$ cat src/mcbm_pkg.sv
// ----------------------------------------------------------------------------
// Multicart bank mapper package
// Transfer types, address and data codes, game and mirroring codes, register
// region codes and serial loader constants shared by the bank mapper modules.
// ----------------------------------------------------------------------------
package mcbm_pkg;

	// One CPU write as it arrives on the write channel.
	typedef struct packed {
		logic [15:0] address;
		logic [7:0]  data_byte;
	} wr_item_t;

	// The bank mapping that holds after one write.
	typedef struct packed {
		logic [6:0] prg_bank_slot0;
		logic [6:0] prg_bank_slot1;
		logic [6:0] prg_bank_slot2;
		logic [6:0] prg_bank_slot3;
		logic [5:0] chr_bank_low;
		logic [5:0] chr_bank_high;
		logic [1:0] mirroring;
		logic [1:0] selected_game;
	} map_item_t;

	// Menu unlock and game selection.
	localparam logic [15:0] UNLOCK_ADDR = 16'h8387;
	localparam logic [7:0]  UNLOCK_DATA = 8'h20;
	localparam logic [15:0] SELECT_ADDR = 16'h4120;
	localparam logic [7:0]  PICK_SERIAL = 8'h21;
	localparam logic [7:0]  PICK_DIRECT = 8'h62;

	// Selected game codes.
	localparam logic [1:0] GAME_MENU   = 2'd0;
	localparam logic [1:0] GAME_SERIAL = 2'd1;
	localparam logic [1:0] GAME_DIRECT = 2'd2;

	// Mirroring codes.
	localparam logic [1:0] MIRROR_HORIZ       = 2'd0;
	localparam logic [1:0] MIRROR_VERT        = 2'd1;
	localparam logic [1:0] MIRROR_SINGLE_LOW  = 2'd2;
	localparam logic [1:0] MIRROR_SINGLE_HIGH = 2'd3;

	// Serial register regions, taken from address bits 14:13.
	localparam logic [1:0] REG_CONTROL = 2'd0;
	localparam logic [1:0] REG_CHR0    = 2'd1;
	localparam logic [1:0] REG_CHR1    = 2'd2;
	localparam logic [1:0] REG_PRG     = 2'd3;

	// Serial loader details.
	localparam logic [4:0] CTL_RESET_BITS = 5'h0C;
	localparam logic [2:0] SHIFT_LEN      = 3'd5;

endpackage

$ cat src/mcbm_in_stage.sv
// ----------------------------------------------------------------------------
// Bank mapper input stage
// Holds one accepted CPU write until the mapping logic consumes it.
// ----------------------------------------------------------------------------
module mcbm_in_stage
	import mcbm_pkg::*;
(
	input  logic     clk,
	input  logic     arst_n,
	input  logic     wr_valid,
	output logic     wr_stall,
	input  wr_item_t wr,
	input  logic     adv,
	output logic     item_valid,
	output wr_item_t item
);

	logic     valid_s1;
	wr_item_t item_s1;
	logic     take;

	// The held item leaves whenever the mapping logic advances.
	assign wr_stall = valid_s1 & ~adv;
	assign take     = wr_valid & ~wr_stall;

	always_ff @(posedge clk or negedge arst_n) begin
		if (!arst_n) begin
			valid_s1 <= 1'b0;
		end else begin
			valid_s1 <= take | (valid_s1 & ~adv);
		end
	end

	always_ff @(posedge clk) begin
		if (take) begin
			item_s1 <= wr;
		end
	end

	assign item_valid = valid_s1;
	assign item       = item_s1;

endmodule

$ cat src/mcbm_core.sv
// ----------------------------------------------------------------------------
// Bank mapper core
// Mapper state and the single-pass update that one CPU write applies to it.
// ----------------------------------------------------------------------------
module mcbm_core
	import mcbm_pkg::*;
(
	input  logic      clk,
	input  logic      arst_n,
	input  logic      adv,
	input  wr_item_t  item,
	output map_item_t next_map
);

	logic            unlocked_q, unlocked_d;
	logic [1:0]      game_q, game_d;
	logic [3:0][4:0] serial_q, serial_d;
	logic [2:0]      count_q, count_d;
	logic [4:0]      shbuf_q, shbuf_d;
	logic [1:0]      region_q, region_d;
	logic [3:0][6:0] prg_q, prg_d;
	logic [1:0][5:0] chr_q, chr_d;
	logic [1:0]      mirror_q, mirror_d;

	always_comb begin
		logic [1:0] region;
		logic [2:0] cnt;
		logic [4:0] sbuf;
		logic [4:0] ctl;
		logic [4:0] base5;
		logic [5:0] bank6;

		unlocked_d = unlocked_q;
		game_d     = game_q;
		serial_d   = serial_q;
		count_d    = count_q;
		shbuf_d    = shbuf_q;
		region_d   = region_q;
		prg_d      = prg_q;
		chr_d      = chr_q;
		mirror_d   = mirror_q;

		region = item.address[14:13];
		cnt    = count_q;
		sbuf   = shbuf_q;
		ctl    = serial_q[REG_CONTROL];
		base5  = {1'b0, serial_q[REG_PRG][4:1]} + 5'd4;
		bank6  = {1'b0, serial_q[REG_PRG]} + 6'd8;

		if (item.address[15]) begin
			if (item.address == UNLOCK_ADDR && item.data_byte == UNLOCK_DATA) begin
				unlocked_d = 1'b1;
				prg_d[0]   = 7'd4;
				prg_d[1]   = 7'd5;
				prg_d[2]   = 7'd6;
				prg_d[3]   = 7'd7;
			end
			case (game_q)
				GAME_SERIAL: begin
					// A change of register region restarts the serial load.
					if (region != region_q) begin
						cnt  = 3'd0;
						sbuf = 5'd0;
					end
					region_d = region;
					if (item.data_byte[7]) begin
						count_d               = 3'd0;
						shbuf_d               = 5'd0;
						serial_d[REG_CONTROL] = serial_q[REG_CONTROL] | CTL_RESET_BITS;
					end else begin
						if (item.data_byte[0]) begin
							sbuf = sbuf | (5'd1 << cnt);
						end
						cnt = cnt + 3'd1;
						if (cnt < SHIFT_LEN) begin
							count_d = cnt;
							shbuf_d = sbuf;
						end else begin
							count_d          = 3'd0;
							shbuf_d          = 5'd0;
							serial_d[region] = sbuf;
							ctl   = serial_d[REG_CONTROL];
							base5 = {1'b0, serial_d[REG_PRG][4:1]} + 5'd4;
							bank6 = {1'b0, serial_d[REG_PRG]} + 6'd8;
							case (region)
								REG_CONTROL: begin
									if (ctl[1]) begin
										mirror_d = ctl[0] ? MIRROR_HORIZ : MIRROR_VERT;
									end else begin
										mirror_d = ctl[0] ? MIRROR_SINGLE_HIGH
										                  : MIRROR_SINGLE_LOW;
									end
								end
								REG_CHR0, REG_CHR1: begin
									if (ctl[4]) begin
										chr_d[0] = {1'b1, serial_d[REG_CHR0]};
										chr_d[1] = {1'b1, serial_d[REG_CHR1]};
									end else begin
										chr_d[0] = {1'b1, serial_d[REG_CHR0][4:1], 1'b0};
										chr_d[1] = {1'b1, serial_d[REG_CHR0][4:1], 1'b1};
									end
								end
								REG_PRG: begin
									if (!ctl[3]) begin
										prg_d[0] = {base5, 2'd0};
										prg_d[1] = {base5, 2'd1};
										prg_d[2] = {base5, 2'd2};
										prg_d[3] = {base5, 2'd3};
									end else if (ctl[2]) begin
										prg_d[0] = {bank6, 1'b0};
										prg_d[1] = {bank6, 1'b1};
										prg_d[2] = 7'd62;
										prg_d[3] = 7'd63;
									end else begin
										prg_d[0] = 7'd16;
										prg_d[1] = 7'd17;
										prg_d[2] = {bank6, 1'b0};
										prg_d[3] = {bank6, 1'b1};
									end
								end
								default: begin
								end
							endcase
						end
					end
				end
				GAME_DIRECT: begin
					prg_d[0] = {3'd0, item.data_byte[6:4], 1'b0};
					prg_d[1] = {3'd0, item.data_byte[6:4], 1'b1};
					chr_d[0] = {1'b0, item.data_byte[3:0], 1'b0};
					chr_d[1] = {1'b0, item.data_byte[3:0], 1'b1};
					mirror_d = item.data_byte[7] ? MIRROR_HORIZ : MIRROR_VERT;
				end
				default: begin
				end
			endcase
		end else if (item.address == SELECT_ADDR && unlocked_q) begin
			if (item.data_byte == PICK_SERIAL) begin
				game_d   = GAME_SERIAL;
				prg_d[0] = 7'd28;
				prg_d[1] = 7'd29;
				prg_d[2] = 7'd30;
				prg_d[3] = 7'd31;
			end else if (item.data_byte == PICK_DIRECT) begin
				game_d   = GAME_DIRECT;
				prg_d[0] = 7'd12;
				prg_d[1] = 7'd13;
				prg_d[2] = 7'd14;
				prg_d[3] = 7'd15;
				chr_d[0] = 6'd0;
				chr_d[1] = 6'd1;
			end
		end
	end

	always_ff @(posedge clk or negedge arst_n) begin
		if (!arst_n) begin
			unlocked_q  <= 1'b0;
			game_q      <= GAME_MENU;
			serial_q[0] <= CTL_RESET_BITS;
			serial_q[1] <= 5'd0;
			serial_q[2] <= 5'd0;
			serial_q[3] <= 5'd0;
			count_q     <= 3'd0;
			shbuf_q     <= 5'd0;
			region_q    <= REG_CONTROL;
			prg_q[0]    <= 7'd0;
			prg_q[1]    <= 7'd1;
			prg_q[2]    <= 7'd6;
			prg_q[3]    <= 7'd7;
			chr_q[0]    <= 6'd0;
			chr_q[1]    <= 6'd1;
			mirror_q    <= MIRROR_VERT;
		end else if (adv) begin
			unlocked_q <= unlocked_d;
			game_q     <= game_d;
			serial_q   <= serial_d;
			count_q    <= count_d;
			shbuf_q    <= shbuf_d;
			region_q   <= region_d;
			prg_q      <= prg_d;
			chr_q      <= chr_d;
			mirror_q   <= mirror_d;
		end
	end

	assign next_map.prg_bank_slot0 = prg_d[0];
	assign next_map.prg_bank_slot1 = prg_d[1];
	assign next_map.prg_bank_slot2 = prg_d[2];
	assign next_map.prg_bank_slot3 = prg_d[3];
	assign next_map.chr_bank_low   = chr_d[0];
	assign next_map.chr_bank_high  = chr_d[1];
	assign next_map.mirroring      = mirror_d;
	assign next_map.selected_game  = game_d;

endmodule

$ cat src/mcbm_out_stage.sv
// ----------------------------------------------------------------------------
// Bank mapper result register
// Holds one finished mapping until the consumer takes it.
// ----------------------------------------------------------------------------
module mcbm_out_stage
	import mcbm_pkg::*;
(
	input  logic      clk,
	input  logic      arst_n,
	input  logic      load,
	input  map_item_t next_map,
	output logic      map_valid,
	input  logic      map_stall,
	output map_item_t bank_map
);

	logic      valid_q;
	map_item_t map_q;

	always_ff @(posedge clk or negedge arst_n) begin
		if (!arst_n) begin
			valid_q <= 1'b0;
		end else begin
			valid_q <= load | (valid_q & map_stall);
		end
	end

	always_ff @(posedge clk) begin
		if (load) begin
			map_q <= next_map;
		end
	end

	assign map_valid = valid_q;
	assign bank_map  = map_q;

endmodule

$ cat src/multicart_mmc1_bank_mapper_top.sv
// ----------------------------------------------------------------------------
// Multicart bank mapper, top level
// Turns each CPU write to the cartridge into the bank mapping that holds after
// it: four 8K program banks, two 4K character banks, mirroring and the game.
// ----------------------------------------------------------------------------
// The block takes one CPU write per transfer on the write channel and returns
// exactly one mapping per write on the map channel, in order. A write is held
// in an input register, the mapping logic applies it to the mapper state, and
// the new mapping lands in a result register. One transfer can be accepted
// every clock cycle while the map side does not stall. A mapping is offered on
// the map channel once its write has passed the input register and the result
// register. While a finished mapping waits to be taken, the input register can
// still take one more write; after that the write side stalls until the map
// side takes the mapping. The rate is set by the state update, as each write
// depends on the state the one before it leaves. Writes below 0x4020, and
// low-area writes other than the game select at 0x4120, leave the state alone
// but still produce a mapping. After reset the mapping is program banks 0, 1,
// 6, 7, character banks 0 and 1, vertical mirroring and the menu.
module multicart_mmc1_bank_mapper_top
	import mcbm_pkg::*;
(
	input  logic      clk,
	input  logic      arst_n,
	input  logic      wr_valid,
	output logic      wr_stall,
	input  wr_item_t  wr,
	output logic      map_valid,
	input  logic      map_stall,
	output map_item_t bank_map
);

	logic      item_valid;
	wr_item_t  item;
	map_item_t next_map;
	logic      adv;

	// The held write is applied when the result register is free, or is being
	// emptied in this same cycle.
	assign adv = item_valid & ~(map_valid & map_stall);

	mcbm_in_stage u_in_stage (
		.clk        (clk),
		.arst_n     (arst_n),
		.wr_valid   (wr_valid),
		.wr_stall   (wr_stall),
		.wr         (wr),
		.adv        (adv),
		.item_valid (item_valid),
		.item       (item)
	);

	mcbm_core u_core (
		.clk      (clk),
		.arst_n   (arst_n),
		.adv      (adv),
		.item     (item),
		.next_map (next_map)
	);

	mcbm_out_stage u_out_stage (
		.clk       (clk),
		.arst_n    (arst_n),
		.load      (adv),
		.next_map  (next_map),
		.map_valid (map_valid),
		.map_stall (map_stall),
		.bank_map  (bank_map)
	);

endmodule

$ cat config.mk
export PLATFORM = sky130hd
export DESIGN_NAME = multicart_mmc1_bank_mapper_top
export DESIGN_NICKNAME = d
export VERILOG_FILES = /design/src/mcbm_pkg.sv /design/src/mcbm_in_stage.sv /design/src/mcbm_core.sv /design/src/mcbm_out_stage.sv /design/src/multicart_mmc1_bank_mapper_top.sv
export SDC_FILE = /design/constraint.sdc
export NUM_CORES = 1
export LEC_CHECK = 0
export BUFFER_PORTS_ARGS = -buffer_cell sky130_fd_sc_hd__clkbuf_2
export CAP_MARGIN = 20
export CELL_PAD_IN_SITES_DETAIL_PLACEMENT = 1
export CELL_PAD_IN_SITES_GLOBAL_PLACEMENT = 1
export CORE_ASPECT_RATIO = 0.75
export CORE_MARGIN = 2
export CORE_UTILIZATION = 50
export CTS_CLUSTER_DIAMETER = 120
export DETAILED_ROUTE_END_ITERATION = 10
export PLACE_DENSITY = 0.89
export SYNTH_ARGS = -nofsm -noshare
export SYNTH_HDL_FRONTEND = slang
export SYNTH_SLANG_ARGS = --single-unit
$ cat constraint.sdc
create_clock -name clk -period 4.7 [get_ports clk]
set_input_delay 0.94 -clock clk [delete_from_list [all_inputs] [get_ports clk]]
set_output_delay 0.94 -clock clk [all_outputs]
set_load 0.02 [all_outputs]
==> results.tsv, run 1 <==
stage	metric	value	unit
cts	CTS tree	yes	
synth	Ys Warns	0	
critical_path	Crit. End Element	flop	
cts	CTS root buf	clkbuf_16	
cts	Post-CTS Setup Bufs	0	
sta	hold_ws	335	ps
min_path	Hold WC Path Type	in -> async	
sta	Clock Skew	10.3	ps
synth	Main synth FF type	edfxtp_1	
route	initial DRC count	580	
global_routing	initial antenna violation count	0	
synth	Yosys reg bits	141	
layout	layout cells sized above 1	21.2	%
synth	area share of the largest cell type after synthesis	29.0	%
global_routing	GR Util All Layers	31.5	%
sta	RSZ-0062 raised after global routing	no	
sta	min Tclk post-route	3770	ps
layout	final instance area	8240	um2
sta	pins over their slew limit	0	
critical_path	worst path arrival time	3960	ps
critical_path	cell mode on critical path	ha_1	
synth	unique cell type count in the Yosys netlist	79	
layout	final net count	768	
critical_path	delay-heaviest family, CP	simple AND/OR/NAND/NOR gates	
floorplanning	Die H	107	um
sta	Worst Tran Pin Value	1000	ps
route	TritonRoute pass-1 iters	6	
sta	final setup margin	926	ps
power	cell area power density	391	nW/um2
floorplanning	# rows	37	
critical_path	CP Data Required Time	4880	ps
floorplanning	Core ar.	13700	um2
floorplanning	Die Wd	141	um
synth	Avg Inst Size Synth	10.8	um2
sta	Final Hold Vio Count	0	
synth	Gate Count Post-Synth	652	
sta	setup violators final	0	
power	Max VDD drop	0.267	mV
global_routing	met1 Usage GRT	41.8	%
critical_path	Worst setup SP type	flop	
cts	Max clock buf depth	2	
synth	Post-Syn Area	7040	um2
layout	final core utilization	59.9	%
cts	Inserted Clock Buffers	17	
power	Leak	3.45	nW
critical_path	CP max stage cell	edfxtp_1	
critical_path	Setup Crit Path Kind	reg -> reg	
synth	Post-synth top cells	edfxtp_1 (68), nand2_1 (68), dfrtp_1 (63), a21oi_1 (58), nor2_1 (42)	
floorplanning	number of top-level pins	74	
sta	period utilization	80.3	%
global_routing	wire length of the first global-routing pass	35.5	mm
synth	Synth Net Count	692	
global_routing	grt peak-use layer	met2	
cts	CTS Sinks	141	
cts	clock-pin transition on the worst setup and hold timing paths	70	ps
synth	Post-synth EDFFs	68	
cts	cts-stage hold buffer count	0	
critical_path	crit-path cells	xor2_1, nor2_4, nand2_1, inv_1, ha_1, ha_1, nor2_1, o31ai_2, nor2b_1, and3_1, o21ai_1, o21a_1	
global_routing	remaining global-route overflow	0	
route	DRT Wirelength	23.0	mm
global_routing	GRT met3 Usage	6.74	%
synth	leading area contributor after synthesis	edfxtp_1	
placement	post-DP HPWL	15.6	mm
placement	# port buffers	73	
critical_path	Buf+Inv Stages, Crit Path	1	
route	mean number of vias per cell	6.56	
layout	synth-to-layout area growth	17.1	%
critical_path	max incr delay on CP	530	ps
layout	diodes inserted	0	
floorplanning	starting density of the core	51.2	%
route	DRC	0	
cts	Clock Latency Late Sink	440	ps
run	MaxCap Viol Count	0	
global_routing	global routing usage on met2	51.6	%
placement	Place WS	1020	ps
cts	PostCTS Resize Cnt	0	
floorplanning	die area	15000	um2
route	WL/cell	25.1	um
global_routing	largest net degree at the start of global routing	54	
critical_path	Critical Path Fanout Max	9	
placement	DP Area	7580	um2
synth	FFs w/ async S/R, synth	51.8	%
sta	Max-slew headroom	32.5	%
route	antenna viol nets, final	0	
sta	TNS Setup	0	ps
synth	register area share after synthesis	55.2	%
route	DR vias	6011	
synth	top cells by area, synth	edfxtp_1 (29%), dfrtp_1 (22%), a21oi_1 (4.1%)	
placement	routability cong.	0.915	
global_routing	number of global-route vias before repair	6194	
status	status	finished clean	
sta	FMAX	265	MHz
cts	H-tree depth	4	
-- cell type report --
type                            count  area, um2
Fill cell                        1459       5510
Sequential cell                   141       3880
Multi-Input combinational cell    451       2920
Timing Repair Buffer               85        468
Clock buffer                       19        454
Tap cell                          175        219
Clock inverter                     13        179
Inverter                           32        120
-- worst register-to-register path, cell delays in order (launching register included) --
cell and delay (ps):
edfxtp_1 530, xor2_1 250, nor2_4 280, nand2_1 150, inv_1 130, ha_1 160, ha_1 270, nor2_1 470
o31ai_2 230, nor2b_1 450, and3_1 300, o21ai_1 130, o21a_1 190
-- kinds of logic (layout without fill, tap and decap cells) --
group	Yosys count	count (layout)	share of synthesized area, %
buffers and inverters	60	149	3.40
multiplexers	11	11	1.67
adder cells (fa/ha/maj)	12	12	2.13
XOR/XNOR	5	5	0.729
AO/OA/AOI/OAI	231	231	22.9
AND/OR/NAND/NOR	192	192	14.0
flip-flops	141	141	55.2
-- power breakdown --
part / leakage [nW] / total, mW / internal (mW) / switching [mW]
Combinational: 1.61 / 0.322 / 0.100 / 0.222
Sequential: 1.54 / 1.44 / 1.38 / 0.0545
Clock: 0.299 / 1.46 / 0.879 / 0.584
Total: 3.45 / 3.22 / 2.36 / 0.860
-- flip-flops by register name, summed over array words and instances (netlist names), 2 cells and up --
register / count
u_core.chr_q: 12
u_core.count_q: 3
u_core.game_q: 2
u_core.mirror_q: 2
u_core.prg_q: 28
u_core.region_q: 2
u_core.serial_q: 16
u_core.shbuf_q: 5
u_in_stage.item: 24
u_out_stage.bank_map: 44
-- worst paths after layout --
| check | cells past startpoint | slack, ps | to | start |
|---|---|---|---|---|
| worst max-delay path | 12 | 930 | u_out_stage.bank_map[33]$_DFFE_PP_ | u_in_stage.item[22]$_DFFE_PP_ |
| worst min-delay path | 1 | 340 | u_core.prg_q[4]$_DFFE_PN0P_ | arst_n |
| worst max register to register | 12 | 930 | u_out_stage.bank_map[33]$_DFFE_PP_ | u_in_stage.item[22]$_DFFE_PP_ |
| worst min register to register | 1 | 470 | u_core.unlocked_q$_DFFE_PN0P_ | u_core.unlocked_q$_DFFE_PN0P_ |
| max in group asynchronous | 3 | 3340 | u_core.chr_q[6]$_DFFE_PN1P_ | arst_n |
| min in group clk | 1 | 470 | u_core.unlocked_q$_DFFE_PN0P_ | u_core.unlocked_q$_DFFE_PN0P_ |
-- placed cells by master, fill, tap and decap left out, drive strengths merged, types with 12 or more instances in the layout --
master / count
a21oi: 59
nand2: 68
nand3: 14
buf: 13
nor2: 45
clkbuf: 91
ha: 12
a31oi: 17
inv: 36
o21ai: 42
a211oi: 14
nor3: 13
dfrtp: 63
edfxtp: 68
-- routing by layer --
| metal | wire length [um] | part of all wire [%] |
|---|---|---|
| met1 | 9770 | 42 |
| met2 | 11000 | 48 |
| met3 | 1520 | 6.6 |
| met5 | 0 | 0 |
| met4 | 685 | 3.0 |
-- stage by stage --
step,power [mW],cells
finish,3.22,916
global route,3.30,916
CTS,3.22,915
detailed placement,1.77,883
global placement,1.75,883
floorplan,1.64,652
Power figures use the tool's default switching activity.
==> run 2: changes to the inputs <==
ABC_AREA = 1   (was not set)
CORE_UTILIZATION = 45   (was 50)
PLACE_DENSITY = 0.85   (was 0.89)
clock period = 3.7 ns   (was 4.7 ns; I/O delays follow)
==> run 2 against run 1 <==
Against the previous run: cell area is 2.0% higher; critical endpoint is now u_core.serial_q[17]$_DFFE_PN0P_; clock-buffer cell count is 1 higher; die area is 14% higher; critical path depth is 1 higher; final cell count is 26% higher; critical path type unchanged.
==> results.tsv, run 2 <==
stage	metric	value	unit	change
cts	Clock Latency Late Sink	430	ps	about the same
synth	FFs w/ async S/R, synth	52.4	%	+0.67 points
floorplanning	Die H	114	um	+6.8%
synth	Compound-Gate Fraction of Synth Area	11.0	%	-12 points
layout	max reg flops	44		unchanged
critical_path	Crit. End Element	flop		
critical_path	CP Data Required Time	3980	ps	-900 ps
sta	Worst Tran Pin Value	930	ps	-72.6 ps
synth	most used standard cell by instance count after synthesis	nand2_1		
cts	PostCTS Resize Cnt	0		unchanged
placement	routability cong.	0.896		-2.1%
synth	mux share of post-synthesis cell area	0	%	-1.7 points
sta	min Tclk post-route	3240	ps	-531 ps
floorplanning	Die Wd	151	um	+6.8%
cts	H-tree depth	4		unchanged
layout	synth-to-layout area growth	15.8	%	
sta	Final Hold Vio Count	0		unchanged
cts	CTS root buf	clkbuf_16		
layout	most frequent cells in the layout	nand2_1 (314), o21ai_0 (78), inv_1 (72), clkbuf_2 (72), edfxtp_1 (68)		
synth	leading area contributor after synthesis	edfxtp_1		
cts	Max clock buf depth	2		unchanged
sta	Max-slew headroom	38.0	%	+5.5 points
cts	Post-CTS Setup Bufs	0		unchanged
synth	top cells by area, synth	edfxtp_1 (28%), dfrtp_1 (22%), nand2_1 (16%)		
floorplanning	# rows	40		+8.1%
power	Max VDD drop	0.350	mV	+31%
cts	Inserted Clock Buffers	17		unchanged
sta	RSZ-0062 raised after global routing	no		
global_routing	remaining global-route overflow	0		unchanged
floorplanning	Core ar.	15900	um2	+16%
placement	# port buffers	73		unchanged
cts	cts-stage hold buffer count	0		unchanged
route	DRC	0		unchanged
route	WL/cell	18.9	um	-25%
cts	CTS Sinks	143		+1.4%
synth	Post-Syn Area	7250	um2	+3.1%
sta	Clock Skew	6.98	ps	-3.32 ps
critical_path	worst path arrival time	3520	ps	-440 ps
floorplanning	die area	17200	um2	+14%
route	TritonRoute pass-1 iters	5		-1
synth	unique cell type count in the Yosys netlist	43		-46%
layout	Multi-input gate area	2900	um2	-0.69%
sta	FMAX	308	MHz	+16%
synth	Avg Inst Size Synth	8.46	um2	-22%
layout	diodes inserted	0		unchanged
route	initial DRC count	469		-19%
synth	largest family of logic cells by synthesized area	simple AND/OR/NAND/NOR gates		
synth	post-synthesis simple-gate area fraction	26.5	%	+12 points
min_path	Hold WC Path Type	in -> async		
critical_path	Setup Crit Path Kind	reg -> reg		
cts	clock-pin transition on the worst setup and hold timing paths	60	ps	about the same
layout	most common cell after layout, fill and taps aside	nand2_1		
power	Power Total	5.20	mW	+61%
run	MaxCap Viol Count	0		unchanged
route	DR vias	6299		+4.8%
global_routing	number of global-route vias before repair	6712		+8.4%
power	Leak	3.93	nW	+14%
synth	Post-synth EDFFs	68		unchanged
global_routing	largest net degree at the start of global routing	46		-15%
sta	pins over their slew limit	0		unchanged
synth	area share of the largest cell type after synthesis	28.1	%	-0.88 points
global_routing	initial antenna violation count	0		unchanged
sta	setup violators final	0		unchanged
floorplanning	number of top-level pins	74		unchanged
power	cell area power density	619	nW/um2	+58%
layout	final net count	970		+26%
layout	layout cells sized above 1	17.6	%	-3.6 points
floorplanning	starting density of the core	45.6	%	-5.6 points
sta	period utilization	87.6	%	+7.3 points
synth	Main synth FF type	edfxtp_1		
synth	Synth Net Count	897		+30%
critical_path	Worst setup SP type	flop		
sta	TNS Setup	0	ps	unchanged
global_routing	wire length of the first global-routing pass	35.6	mm	+0.21%
route	mean number of vias per cell	5.46		-17%
synth	register area share after synthesis	54.2	%	-0.98 points
route	DRT Wirelength	21.8	mm	-5.0%
synth	xor-xnor portion of the synthesized cell area	0.379	%	-0.35 points
synth	Post-synth top cells	nand2_1 (314), o21ai_0 (78), inv_1 (73), edfxtp_1 (68), dfrtp_1 (65)		
synth	Synth Area in Adders	2.07	%	-0.064 points
synth	Yosys reg bits	143		+1.4%
status	status	finished clean		
layout	final core utilization	52.8	%	-7.1 points
route	antenna viol nets, final	0		unchanged
critical_path	Critical Path Fanout Max	20		+11
layout	FF/Latch Area	3930	um2	+1.3%
synth	Ys Warns	0		unchanged
placement	post-DP HPWL	15.3	mm	-2.2%
global_routing	GR Util All Layers	27.3	%	-4.2 points
cts	CTS tree	yes		
layout	Layout fillers	1953		+34%
synth	Gate Count Post-Synth	857		+31%
## run 2: cell types whose count changed in the layout (fill, tap and decap cells not counted), moves of 10 or more
| cell | before | now |
|---|---|---|
| a31oi_1 | 17 | 0 |
| a211oi_1 | 14 | 0 |
| o21ai_0 | 37 | 78 |
| a22o_1 | 10 | 0 |
| a21o_1 | 11 | 0 |
| a21oi_1 | 58 | 39 |
| nor3_1 | 12 | 2 |
| nand2_1 | 68 | 314 |
| inv_1 | 31 | 72 |
| nand3_1 | 13 | 51 |
## run 2: final cells by class
| class | instances | area share, % |
|---|---|---|
| Sequential cell | 143 | 46.8 |
| Multi-Input combinational cell | 603 | 34.5 |
| Timing Repair Buffer | 84 | 5.51 |
| Clock buffer | 20 | 5.44 |
| Inverter | 81 | 3.63 |
| Tap cell | 210 | 3.13 |
| Clock inverter | 12 | 1.04 |
## run 2: report_power, final
group	switching (mW)	internal, mW	total [mW]	leakage (nW)
registers	0.181	2.02	2.20	1.59
clock network	0.699	0.893	1.59	0.255
logic	0.988	0.428	1.42	2.09
## run 2: worst max-delay path, cell delays in order (launching register included)
cell	delay (ps)
edfxtp_1	530
xnor2_4	350
nand2_2	110
inv_1	110
nand2_1	100
inv_1	130
ha_1	160
ha_1	220
inv_1	230
nand3_4	190
nor2_4	340
inv_1	360
nand2_1	150
o21ai_0	110
## run 2: worst paths after layout
check / from / endpoint / slack [ps] / cells past startpoint
setup / recovery: u_in_stage.item[21]$_DFFE_PP_ / u_core.serial_q[17]$_DFFE_PN0P_ / 460 / 13
hold / removal: arst_n / u_core.prg_q[3]$_DFFE_PN0P_ / 240 / 1
setup reg to reg: u_in_stage.item[21]$_DFFE_PP_ / u_core.serial_q[17]$_DFFE_PN0P_ / 460 / 13
hold reg to reg: u_core.prg_q[7]$_DFFE_PN1P_ / u_core.prg_q[7]$_DFFE_PN1P_ / 480 / 2
max in group asynchronous: arst_n / u_core.prg_q[22]$_DFFE_PN1P_ / 2680 / 2
min in group clk: u_core.prg_q[7]$_DFFE_PN1P_ / u_core.prg_q[7]$_DFFE_PN1P_ / 480 / 2
## run 2: metal layers
metal / up-vias / track usage [%] / share of wire [%]
met3: 26 / 6.40 / 5.6
met1: 3148 / 37.8 / 47
met5: - / 0 / 0
met4: 0 / 8.04 / 1.3
met2: 178 / 43.0 / 47
li1: 2947 / - / -
## run 2: kinds of logic after synthesis
logic type	Yosys count
AOI/OAI and AO/OA	147
xor gates and xnor gates	1
adders and majority gates	12
buffers and inverters	111
DFF	143
and+or+nand+nor	443
## run 2: stage by stage
step | cells | instance area, um2 | setup WS, ps | hold slack [ps]
after floorplan | 857 | 7250 | 781 | 442
after global placement | 1121 | 7860 | 726 | 457
after detailed placement | 1121 | 7860 | 508 | 466
after CTS | 1153 | 8400 | 488 | 250
after global routing | 1153 | 8400 | 169 | 262
final | 1153 | 8400 | 457 | 242
